--- config.mk ---
export PLATFORM = sky130hd
export DESIGN_NAME = fingertip_counter
export DESIGN_NICKNAME = d
export VERILOG_FILES = /design/src/rtl/core/fc_pkg.sv /design/src/rtl/core/fc_config.sv /design/src/rtl/core/fc_geometry.sv /design/src/rtl/core/fc_qualify.sv /design/src/rtl/core/fc_tally.sv /design/src/rtl/core/fc_smooth.sv /design/src/rtl/core/fingertip_counter.sv
export SDC_FILE = /design/constraint.sdc
export NUM_CORES = 2
export LEC_CHECK = 0
export BUFFER_PORTS_ARGS = -buffer_cell sky130_fd_sc_hd__buf_2
export CAP_MARGIN = 10
export CORE_ASPECT_RATIO = 0.9
export CORE_UTILIZATION = 25
export DETAILED_ROUTE_END_ITERATION = 8
export GPL_TIMING_DRIVEN = 0
export PLACE_DENSITY = 0.41
export SYNTH_ARGS = -nofsm -noshare
export SYNTH_HDL_FRONTEND = slang
export SYNTH_HIERARCHICAL = 1
export SYNTH_SLANG_ARGS = --single-unit
--- constraint.sdc ---
create_clock -name aclk -period 10 [get_ports aclk]
set_input_delay 2 -clock aclk [delete_from_list [all_inputs] [get_ports aclk]]
set_output_delay 2 -clock aclk [all_outputs]
set_load 0.05 [all_outputs]
--- src/rtl/core/fc_pkg.sv ---
// fc_pkg: shared types, register codes and constants of the fingertip counter.
// Used by every module under rtl/core; depends on nothing.
package fc_pkg;

    localparam int COUNT_BITS = 3;
    localparam int S_BITS     = 11;
    localparam int FRAC_BITS  = 8;
    localparam int GAP_BITS   = 8;

    localparam logic [GAP_BITS-1:0]   GAP_RESET  = 8'd18;
    localparam logic [COUNT_BITS-1:0] MAXF_RESET = 3'd5;
    localparam logic [COUNT_BITS-1:0] COUNT_MAX  = 3'd7;

    // outer ring: d2 * 100 <= 1444 * r2, i.e. d <= 3.8 r
    localparam logic [6:0]  OUTER_DEN = 7'd100;
    localparam logic [10:0] OUTER_NUM = 11'd1444;

    // smoothing in Q3.8: 0.34 as 87/256, round up above 0.8 (205/256)
    localparam logic [6:0]           SMOOTH_NUM = 7'd87;
    localparam logic [FRAC_BITS-1:0] FRAC_LIMIT = 8'd205;
    localparam logic [S_BITS-1:0]    S_MAX      = 11'd2047;

    typedef enum logic {
        REG_GAP_LIMIT   = 1'b0,
        REG_MAX_FINGERS = 1'b1
    } fc_reg_t;

    typedef struct packed {
        logic [GAP_BITS-1:0]   gap_limit;
        logic [COUNT_BITS-1:0] max_fingers;
    } fc_cfg_t;

    typedef struct packed {
        logic frame_start;
        logic last;
        logic prev_y_ok;
        logic first_y_ok;
    } fc_flags_t;

    function automatic logic [COUNT_BITS-1:0] fc_sat_inc(input logic [COUNT_BITS-1:0] c);
        return (c == COUNT_MAX) ? c : c + 3'd1;
    endfunction

endpackage

--- src/rtl/core/fc_config.sv ---
// fc_config: APB-style register file holding gap_limit and max_fingers.
// Depends on fc_pkg.
module fc_config import fc_pkg::*; (
    input  logic        aclk,
    input  logic        aresetn,
    input  logic        psel,
    input  logic        penable,
    input  logic        pwrite,
    input  logic [2:0]  paddr,
    input  logic [31:0] pwdata,
    output logic [31:0] prdata,
    output logic        pready,
    output fc_cfg_t     cfg
);

    logic    wr_en;
    fc_reg_t reg_idx;
    fc_cfg_t cfg_reg;

    assign wr_en   = psel && penable && pwrite;
    assign reg_idx = fc_reg_t'(paddr[2]);
    assign pready  = 1'b1;
    assign cfg     = cfg_reg;

    always_ff @(posedge aclk) begin
        if (!aresetn) begin
            cfg_reg.gap_limit   <= GAP_RESET;
            cfg_reg.max_fingers <= MAXF_RESET;
        end else if (wr_en) begin
            case (reg_idx)
                REG_GAP_LIMIT:   cfg_reg.gap_limit   <= pwdata[GAP_BITS-1:0];
                REG_MAX_FINGERS: cfg_reg.max_fingers <= pwdata[COUNT_BITS-1:0];
                default: ;
            endcase
        end
    end

    always_comb begin
        case (reg_idx)
            REG_GAP_LIMIT:   prdata = {{(32-GAP_BITS){1'b0}}, cfg_reg.gap_limit};
            REG_MAX_FINGERS: prdata = {{(32-COUNT_BITS){1'b0}}, cfg_reg.max_fingers};
            default:         prdata = '0;
        endcase
    end

endmodule

--- src/rtl/core/fc_geometry.sv ---
// fc_geometry: input register and squared-distance stage of the fingertip counter.
// Tracks previous and first hull point; registers products for fc_tally. Depends on fc_pkg.
module fc_geometry import fc_pkg::*; #(
    parameter int CW = 12
) (
    input  logic                aclk,
    input  logic                aresetn,
    input  logic                s_valid,
    output logic                s_ready,
    input  logic [CW-1:0]       s_point_x,
    input  logic [CW-1:0]       s_point_y,
    input  logic [CW-1:0]       s_center_x,
    input  logic [CW-1:0]       s_center_y,
    input  logic [CW-2:0]       s_palm_radius,
    input  logic                s_last_point,
    input  logic [GAP_BITS-1:0] gap_limit,
    input  logic                b_move,
    output logic                b_valid,
    output fc_flags_t           b_flags,
    output logic [2*CW-1:0]     gx2,
    output logic [2*CW-1:0]     gy2,
    output logic [2*CW-1:0]     px2,
    output logic [2*CW-1:0]     py2,
    output logic [2*CW-1:0]     fx2,
    output logic [2*CW-1:0]     fy2,
    output logic [2*CW-3:0]     r2,
    output logic [2*GAP_BITS-1:0] gap2
);

    // stage A: accepted request
    logic          a_valid_reg;
    logic [CW-1:0] a_x_reg, a_y_reg, a_cx_reg, a_cy_reg;
    logic [CW-2:0] a_r_reg;
    logic          a_last_reg;

    // frame tracking
    logic          in_frame_reg;
    logic [CW-1:0] prev_x_reg, prev_y_reg, first_x_reg, first_y_reg;

    // stage B: products
    logic            b_valid_reg;
    fc_flags_t       flags_reg, flags_next;
    logic [2*CW-1:0] gx2_reg, gy2_reg, px2_reg, py2_reg, fx2_reg, fy2_reg;
    logic [2*CW-1:0] gx2_next, gy2_next, px2_next, py2_next, fx2_next, fy2_next;
    logic [2*CW-3:0] r2_reg, r2_next;
    logic [2*GAP_BITS-1:0] gap2_reg, gap2_next;

    logic          a_move;
    logic [CW-1:0] src_fx, src_fy;
    logic [CW:0]   y_limit;

    function automatic logic [2*CW-1:0] sq_diff(input logic [CW-1:0] a, input logic [CW-1:0] b);
        logic [CW-1:0] d;
        d = (a > b) ? a - b : b - a;
        return (2*CW)'(d) * (2*CW)'(d);
    endfunction

    assign a_move  = a_valid_reg && (!b_valid_reg || b_move);
    assign s_ready = !a_valid_reg || a_move;

    always_comb begin
        flags_next.frame_start = !in_frame_reg;
        flags_next.last        = a_last_reg;
        // first point of a frame that opens here is the current point
        src_fx    = in_frame_reg ? first_x_reg : a_x_reg;
        src_fy    = in_frame_reg ? first_y_reg : a_y_reg;
        y_limit   = {1'b0, a_cy_reg} + {2'b00, a_r_reg};
        flags_next.prev_y_ok  = {1'b0, prev_y_reg} <= y_limit;
        flags_next.first_y_ok = {1'b0, src_fy} <= y_limit;
        gx2_next  = sq_diff(prev_x_reg, a_x_reg);
        gy2_next  = sq_diff(prev_y_reg, a_y_reg);
        px2_next  = sq_diff(prev_x_reg, a_cx_reg);
        py2_next  = sq_diff(prev_y_reg, a_cy_reg);
        fx2_next  = sq_diff(src_fx, a_cx_reg);
        fy2_next  = sq_diff(src_fy, a_cy_reg);
        r2_next   = (2*CW-2)'(a_r_reg) * (2*CW-2)'(a_r_reg);
        gap2_next = (2*GAP_BITS)'(gap_limit) * (2*GAP_BITS)'(gap_limit);
    end

    always_ff @(posedge aclk) begin
        if (!aresetn) begin
            a_valid_reg  <= 1'b0;
            b_valid_reg  <= 1'b0;
            in_frame_reg <= 1'b0;
            prev_x_reg   <= '0;
            prev_y_reg   <= '0;
            first_x_reg  <= '0;
            first_y_reg  <= '0;
        end else begin
            if (s_valid && s_ready) begin
                a_valid_reg <= 1'b1;
            end else if (a_move) begin
                a_valid_reg <= 1'b0;
            end
            if (a_move) begin
                b_valid_reg  <= 1'b1;
                prev_x_reg   <= a_x_reg;
                prev_y_reg   <= a_y_reg;
                in_frame_reg <= !a_last_reg;
                if (!in_frame_reg) begin
                    first_x_reg <= a_x_reg;
                    first_y_reg <= a_y_reg;
                end
            end else if (b_move) begin
                b_valid_reg <= 1'b0;
            end
        end
    end

    always_ff @(posedge aclk) begin
        if (s_valid && s_ready) begin
            a_x_reg    <= s_point_x;
            a_y_reg    <= s_point_y;
            a_cx_reg   <= s_center_x;
            a_cy_reg   <= s_center_y;
            a_r_reg    <= s_palm_radius;
            a_last_reg <= s_last_point;
        end
        if (a_move) begin
            flags_reg <= flags_next;
            gx2_reg   <= gx2_next;
            gy2_reg   <= gy2_next;
            px2_reg   <= px2_next;
            py2_reg   <= py2_next;
            fx2_reg   <= fx2_next;
            fy2_reg   <= fy2_next;
            r2_reg    <= r2_next;
            gap2_reg  <= gap2_next;
        end
    end

    assign b_valid = b_valid_reg;
    assign b_flags = flags_reg;
    assign gx2     = gx2_reg;
    assign gy2     = gy2_reg;
    assign px2     = px2_reg;
    assign py2     = py2_reg;
    assign fx2     = fx2_reg;
    assign fy2     = fy2_reg;
    assign r2      = r2_reg;
    assign gap2    = gap2_reg;

endmodule

--- src/rtl/core/fc_qualify.sv ---
// fc_qualify: ring test of one candidate against the palm, 2r <= d <= 3.8r, row not below the limit.
// Depends on fc_pkg.
module fc_qualify import fc_pkg::*; #(
    parameter int CW = 12
) (
    input  logic [2*CW-1:0] dx2,
    input  logic [2*CW-1:0] dy2,
    input  logic [2*CW-3:0] r2,
    input  logic            y_ok,
    output logic            ok
);

    localparam int QW = 2*CW + 9;

    logic [2*CW:0] d2;
    logic [QW-1:0] d2_scaled, r2_scaled;

    always_comb begin
        d2        = {1'b0, dx2} + {1'b0, dy2};
        d2_scaled = QW'(d2) * QW'(OUTER_DEN);
        r2_scaled = QW'(r2) * QW'(OUTER_NUM);
        ok        = y_ok && (d2 >= {1'b0, r2, 2'b00}) && (d2_scaled <= r2_scaled);
    end

endmodule

--- src/rtl/core/fc_tally.sv ---
// fc_tally: gap detection and per-frame candidate count, capped at max_fingers.
// Depends on fc_pkg and fc_qualify.
module fc_tally import fc_pkg::*; #(
    parameter int CW = 12
) (
    input  logic                  aclk,
    input  logic                  aresetn,
    input  logic                  b_valid,
    input  fc_flags_t             b_flags,
    input  logic [2*CW-1:0]       gx2,
    input  logic [2*CW-1:0]       gy2,
    input  logic [2*CW-1:0]       px2,
    input  logic [2*CW-1:0]       py2,
    input  logic [2*CW-1:0]       fx2,
    input  logic [2*CW-1:0]       fy2,
    input  logic [2*CW-3:0]       r2,
    input  logic [2*GAP_BITS-1:0] gap2,
    input  logic [COUNT_BITS-1:0] max_fingers,
    input  logic                  c_free,
    output logic                  b_move,
    output logic                  c_push,
    output logic [COUNT_BITS-1:0] c_count
);

    logic                  gap_seen_reg, gap_seen_next;
    logic [COUNT_BITS-1:0] total_reg, total_next;
    logic                  prev_ok, first_ok, gap_hit;
    logic [2*CW:0]         gap_d2;

    fc_qualify #(.CW(CW)) u_prev_q (
        .dx2 (px2),
        .dy2 (py2),
        .r2  (r2),
        .y_ok(b_flags.prev_y_ok),
        .ok  (prev_ok)
    );

    fc_qualify #(.CW(CW)) u_first_q (
        .dx2 (fx2),
        .dy2 (fy2),
        .r2  (r2),
        .y_ok(b_flags.first_y_ok),
        .ok  (first_ok)
    );

    // frame-end requests wait for the smoothing stage; others retire here
    assign b_move = b_valid && (!b_flags.last || c_free);
    assign c_push = b_move && b_flags.last;

    always_comb begin
        gap_d2        = {1'b0, gx2} + {1'b0, gy2};
        gap_hit       = !b_flags.frame_start && (gap_d2 > (2*CW+1)'(gap2));
        gap_seen_next = b_flags.frame_start ? 1'b0 : gap_seen_reg;
        total_next    = b_flags.frame_start ? '0 : total_reg;
        if (gap_hit) begin
            gap_seen_next = 1'b1;
            if (prev_ok) begin
                total_next = fc_sat_inc(total_next);
            end
        end
        // no gap in the whole frame: the first point is the only candidate
        if (b_flags.last && !gap_seen_next && first_ok) begin
            total_next = fc_sat_inc(total_next);
        end
        c_count = (total_next < max_fingers) ? total_next : max_fingers;
    end

    always_ff @(posedge aclk) begin
        if (!aresetn) begin
            gap_seen_reg <= 1'b0;
            total_reg    <= '0;
        end else if (b_move) begin
            gap_seen_reg <= b_flags.last ? 1'b0 : gap_seen_next;
            total_reg    <= b_flags.last ? '0 : total_next;
        end
    end

endmodule

--- src/rtl/core/fc_smooth.sv ---
// fc_smooth: frame-to-frame smoothing in Q3.8, rounding and the result register.
// Depends on fc_pkg.
module fc_smooth import fc_pkg::*; (
    input  logic                  aclk,
    input  logic                  aresetn,
    input  logic                  c_push,
    input  logic [COUNT_BITS-1:0] c_count,
    output logic                  c_free,
    output logic                  m_valid,
    input  logic                  m_ready,
    output logic [COUNT_BITS-1:0] m_tip_count,
    output logic [COUNT_BITS-1:0] m_raw_count
);

    localparam int SUM_BITS  = S_BITS + 2;
    localparam int PROD_BITS = SUM_BITS + 7;

    logic                  c_valid_reg;
    logic [COUNT_BITS-1:0] c_count_reg;
    logic [S_BITS-1:0]     s_reg, s_next;
    logic [COUNT_BITS-1:0] prev_raw_reg;
    logic                  first_frame_reg;
    logic                  m_valid_reg;
    logic [COUNT_BITS-1:0] finger_reg, finger_next, raw_reg;

    logic                  o_load;
    logic [SUM_BITS-1:0]   sum;
    logic [PROD_BITS-1:0]  prod;
    logic [PROD_BITS-FRAC_BITS-1:0] scaled;
    logic [COUNT_BITS:0]   rounded;

    assign o_load = c_valid_reg && (!m_valid_reg || m_ready);
    assign c_free = !c_valid_reg || o_load;

    always_comb begin
        sum    = SUM_BITS'(s_reg)
               + (SUM_BITS'({1'b0, prev_raw_reg} + {1'b0, c_count_reg}) << FRAC_BITS);
        prod   = PROD_BITS'(sum) * PROD_BITS'(SMOOTH_NUM);
        scaled = prod[PROD_BITS-1:FRAC_BITS];
        if (first_frame_reg) begin
            s_next = {c_count_reg, {FRAC_BITS{1'b0}}};
        end else if (scaled > (PROD_BITS-FRAC_BITS)'(S_MAX)) begin
            s_next = S_MAX;
        end else begin
            s_next = scaled[S_BITS-1:0];
        end
        rounded = {1'b0, s_next[S_BITS-1:FRAC_BITS]}
                + {{COUNT_BITS{1'b0}}, (s_next[FRAC_BITS-1:0] >= FRAC_LIMIT)};
        finger_next = rounded[COUNT_BITS] ? COUNT_MAX : rounded[COUNT_BITS-1:0];
    end

    always_ff @(posedge aclk) begin
        if (!aresetn) begin
            c_valid_reg     <= 1'b0;
            m_valid_reg     <= 1'b0;
            s_reg           <= '0;
            prev_raw_reg    <= '0;
            first_frame_reg <= 1'b1;
        end else begin
            if (c_push) begin
                c_valid_reg <= 1'b1;
            end else if (o_load) begin
                c_valid_reg <= 1'b0;
            end
            if (o_load) begin
                m_valid_reg     <= 1'b1;
                s_reg           <= s_next;
                prev_raw_reg    <= c_count_reg;
                first_frame_reg <= 1'b0;
            end else if (m_ready) begin
                m_valid_reg <= 1'b0;
            end
        end
    end

    always_ff @(posedge aclk) begin
        if (c_push) begin
            c_count_reg <= c_count;
        end
        if (o_load) begin
            finger_reg <= finger_next;
            raw_reg    <= c_count_reg;
        end
    end

    assign m_valid     = m_valid_reg;
    assign m_tip_count = finger_reg;
    assign m_raw_count = raw_reg;

endmodule

--- src/rtl/core/fingertip_counter.sv ---
// fingertip_counter: top level, counts fingertips on a hand hull and smooths the count.
// Depends on fc_pkg, fc_config, fc_geometry, fc_tally, fc_smooth.
//
//   port group   direction  handshake          content
//   s_*          in         s_valid / s_ready  one hull point with palm centre and radius
//   m_*          out        m_valid / m_ready  tip_count and raw_count at frame end
//   p*           in/out     psel & penable     gap_limit at 0x0, max_fingers at 0x4
//
// One hull point is taken per cycle unless a stalled m_ready backs up the pipeline. A point
// with s_last_point set passes the input, product, count and result registers to reach m_*.
// Reset (aresetn low, synchronous) empties the pipeline and restores the registers;
// no clearing pass. A stalled m_ready holds only frame-end requests; points keep
// flowing until a third frame-end request waits behind full count and result registers.
module fingertip_counter import fc_pkg::*; #(
    parameter int COORD_BITS = 12
) (
    input  logic                  aclk,
    input  logic                  aresetn,
    input  logic                  s_valid,
    output logic                  s_ready,
    input  logic [COORD_BITS-1:0] s_point_x,
    input  logic [COORD_BITS-1:0] s_point_y,
    input  logic [COORD_BITS-1:0] s_center_x,
    input  logic [COORD_BITS-1:0] s_center_y,
    input  logic [COORD_BITS-2:0] s_palm_radius,
    input  logic                  s_last_point,
    output logic                  m_valid,
    input  logic                  m_ready,
    output logic [COUNT_BITS-1:0] m_tip_count,
    output logic [COUNT_BITS-1:0] m_raw_count,
    input  logic                  psel,
    input  logic                  penable,
    input  logic                  pwrite,
    input  logic [2:0]            paddr,
    input  logic [31:0]           pwdata,
    output logic [31:0]           prdata,
    output logic                  pready
);

    localparam int CW = COORD_BITS;

    fc_cfg_t               cfg;
    logic                  b_valid, b_move, c_push, c_free;
    fc_flags_t             b_flags;
    logic [2*CW-1:0]       gx2, gy2, px2, py2, fx2, fy2;
    logic [2*CW-3:0]       r2;
    logic [2*GAP_BITS-1:0] gap2;
    logic [COUNT_BITS-1:0] c_count;

    fc_config u_config (
        .aclk   (aclk),
        .aresetn(aresetn),
        .psel   (psel),
        .penable(penable),
        .pwrite (pwrite),
        .paddr  (paddr),
        .pwdata (pwdata),
        .prdata (prdata),
        .pready (pready),
        .cfg    (cfg)
    );

    fc_geometry #(.CW(CW)) u_geometry (
        .aclk         (aclk),
        .aresetn      (aresetn),
        .s_valid      (s_valid),
        .s_ready      (s_ready),
        .s_point_x    (s_point_x),
        .s_point_y    (s_point_y),
        .s_center_x   (s_center_x),
        .s_center_y   (s_center_y),
        .s_palm_radius(s_palm_radius),
        .s_last_point (s_last_point),
        .gap_limit    (cfg.gap_limit),
        .b_move       (b_move),
        .b_valid      (b_valid),
        .b_flags      (b_flags),
        .gx2          (gx2),
        .gy2          (gy2),
        .px2          (px2),
        .py2          (py2),
        .fx2          (fx2),
        .fy2          (fy2),
        .r2           (r2),
        .gap2         (gap2)
    );

    fc_tally #(.CW(CW)) u_tally (
        .aclk       (aclk),
        .aresetn    (aresetn),
        .b_valid    (b_valid),
        .b_flags    (b_flags),
        .gx2        (gx2),
        .gy2        (gy2),
        .px2        (px2),
        .py2        (py2),
        .fx2        (fx2),
        .fy2        (fy2),
        .r2         (r2),
        .gap2       (gap2),
        .max_fingers(cfg.max_fingers),
        .c_free     (c_free),
        .b_move     (b_move),
        .c_push     (c_push),
        .c_count    (c_count)
    );

    fc_smooth u_smooth (
        .aclk       (aclk),
        .aresetn    (aresetn),
        .c_push     (c_push),
        .c_count    (c_count),
        .c_free     (c_free),
        .m_valid    (m_valid),
        .m_ready    (m_ready),
        .m_tip_count(m_tip_count),
        .m_raw_count(m_raw_count)
    );

endmodule

==> results.sh <==
export IMPL_die_height_um=492
export IMPL_routedWlPerCell_um=16.3
export IMPL_wirelength_um=181000
export IMPL_worstHoldPathType="reg -> reg"
export IMPL_worst_ep_arrival_time_ns=9.86
export IMPL_synth_area_um2=66700
export IMPL_max_slew_worst_pin_slew_ns=1.22
export IMPL_numCtsBuffers=47
export IMPL_maxCapViolCount=0
export IMPL_outcome="finished with violations"
export IMPL_slew_violations=0
export IMPL_antenna_found_initial=8
export IMPL_setup_viol=0
export IMPL_synth_cells=7317
export IMPL_crit_slowest_cell="fa_1"
export IMPL_nets=9545
export IMPL_min_period_ns=9.48
export IMPL_grt_pass1_wl_um=286000
export IMPL_port_buffers=90
export IMPL_crit_path_end_kind="flip-flop"
export IMPL_hold_viol=0
export IMPL_cts_root_buf="clkbuf_16"
export IMPL_dieArea_um2=269000
export IMPL_vias_per_cell=4.42
export IMPL_num_fill_cells=28400
export IMPL_grt_use_total_pct=13.5
export IMPL_critical_path_max_stage_delay_ns=0.55
export IMPL_ant_nets=0
export IMPL_slew_headroom_pct=18.3
export IMPL_start_util_pct=25.2
export IMPL_dpl_hpwl_um=155000
export IMPL_ff2ff_setup_slack_ns=0.52
export IMPL_dr_pass1_iters=8
export IMPL_ys_ff_latch=330
export IMPL_clk_pin_slew_worst_paths_ns=0.06
export IMPL_num_io_pins=143
export IMPL_yosysSeqAreaShare_pct=13.6
export IMPL_cts_max_level=2
export IMPL_via_count=48900
export IMPL_seqCellArea_um2=9080
export IMPL_drive_gt1_share_pct=7.36
export IMPL_syn_avg_cell_area_um2=9.12
export IMPL_crit_required_ns=10.37
export IMPL_synth_async_reset_ratio_pct=0
export IMPL_fmax_mhz=105
export IMPL_grt_max_degree=50
export IMPL_utilization_pct=27.9
export IMPL_grt_pass1_vias=50300
export IMPL_tns_ns=0
export IMPL_ys_flop_type="edfxtp_1"
export IMPL_clock_latency_ns=0.66
export IMPL_path_max_fanout=10
export IMPL_synth_cell_type_count=125
export IMPL_fin_crit_sh_pct=94.8
export IMPL_core_um2=265000
export IMPL_final_common_cell="inv_1"
export IMPL_std_cell_rows=179
export IMPL_critical_path_class="reg -> reg"
export IMPL_violations="DRC"
export IMPL_syn_to_final_growth_pct=10.9
export IMPL_synth_warning_count=6
export IMPL_fin_worst_skew_ns=0.0494
export IMPL_cts_sinks=330
export IMPL_cts_tree="done"
export IMPL_cts_max_path_buffers=3
export IMPL_gr_total_overflow=0
export IMPL_startpoint_type="flip-flop"
export IMPL_synth_edf_count=247
export IMPL_multi_input_area_um2=51400
export IMPL_drc=1
export IMPL_drt_iter0_drc=2177
export IMPL_final_cell_mix="inv_1, ha_1, fa_1"
export IMPL_die_w_um=547
export IMPL_place_congestion=0.821
[routing by layer]
metal / up-vias / global-route usage, % / part of all wire (%) / wire length, um
li1: 24300 / - / - / -
met1: 23800 / 19.9 / 52 / 93400
met2: 615 / 21.2 / 44 / 79100
met3: 122 / 1.32 / 3.1 / 5650
met4: 0 / 2.18 / 1.5 / 2700
met5: - / 0 / 0 / 0
[Yosys cell counts (46+ instances only)]
library cell  number  area share, %
a21o_1           169            1.9
a21oi_1          354            2.7
inv_1           1536            8.6
nand2b_1         101           0.95
clkbuf_1          73           0.41
fa_1             770             23
edfxtp_1         247             11
o21bai_1          60           0.68
dfxtp_1           83            2.5
mux2i_1           70            1.1
nand3_1           87           0.65
xnor2_1          287            3.8
o21ai_0          195            1.5
xor2_1           134            1.8
ha_1            1172             22
nor2b_1           82           0.77
or2_2             63           0.59
nor3_1            58           0.44
a21boi_0          46           0.52
nor2_1           511            2.9
nand4_1           51           0.48
o21a_1            55           0.62
nand2_1          381            2.1
a211oi_1          50           0.56
and2_1            72           0.68
[stage by stage]
step                      worst slack (ns)  area, um2  cells  hold WS [ns]
after floorplan                       1.03      66800   7347         0.426
after global placement               -2.37      71700  11000         0.452
after detailed placement             -1.70      71900  11000         0.473
after CTS                           0.0268      73600  11100         0.478
after global routing              -0.00839      74000  11100         0.497
final                                0.519      74000  11100         0.475
[area by class of cell]
class	instances	share of cell area, %
Multi-Input combinational cell	5298	69.6
Sequential cell	330	12.3
Inverter	1560	7.95
Tap cell	3529	5.97
Clock buffer	60	1.81
Buffer	155	1.15
Timing Repair Buffer	109	0.958
Clock inverter	27	0.323
Antenna cell	1	0.00338
[logic make-up (layout without fill, tap and decap cells)]
| kind of cell | Yosys count | after routing | share of synthesized area [%] |
|---|---|---|---|
| XOR/XNOR | 431 | 431 | 5.84 |
| other | 3 | 34 | 0.0169 |
| multiplexers | 97 | 97 | 1.53 |
| buffers and inverters | 1719 | 1911 | 10.1 |
| AND/OR/NAND/NOR | 1546 | 1546 | 11.2 |
| flip-flops | 330 | 330 | 13.6 |
| AO/OA/AOI/OAI | 1249 | 1249 | 12.7 |
| adder cells (fa/ha/maj) | 1942 | 1942 | 45.1 |
[worst max-delay path, delay by kind of cell, from the launching register on]
family          cells  cell delay [ns]
fa+ha+maj           8             3.55
compound gates     13             3.16
buf+inv             8             0.82
xor+xnor            2             0.68
flops               1             0.49
mux                 1             0.32
simple gates        1             0.16
[repair_timing]
action / in CTS / in global routing
setup buffers: 1 / 6
pin swaps: 1 / 5
hold buffers: 0 / 0
resized for setup: 39 / 55
setup endpoints to repair: 30 / 20
[final timing paths]
| path | from | endpoint | cells after the start |
|---|---|---|---|
| worst min register to register | u_geometry/first_x_reg[11] | u_geometry/first_x_reg[11] | 2 |
| worst max register to register | u_geometry/in_frame_reg | u_geometry/fx2[23] | 33 |
| worst min-delay path | u_geometry/first_x_reg[11] | u_geometry/first_x_reg[11] | 2 |
| worst max-delay path | u_geometry/in_frame_reg | u_geometry/fx2[23] | 33 |
Power is not shown: default switching activity piles up to over one toggle a cycle in this logic, so the estimate is an artifact.
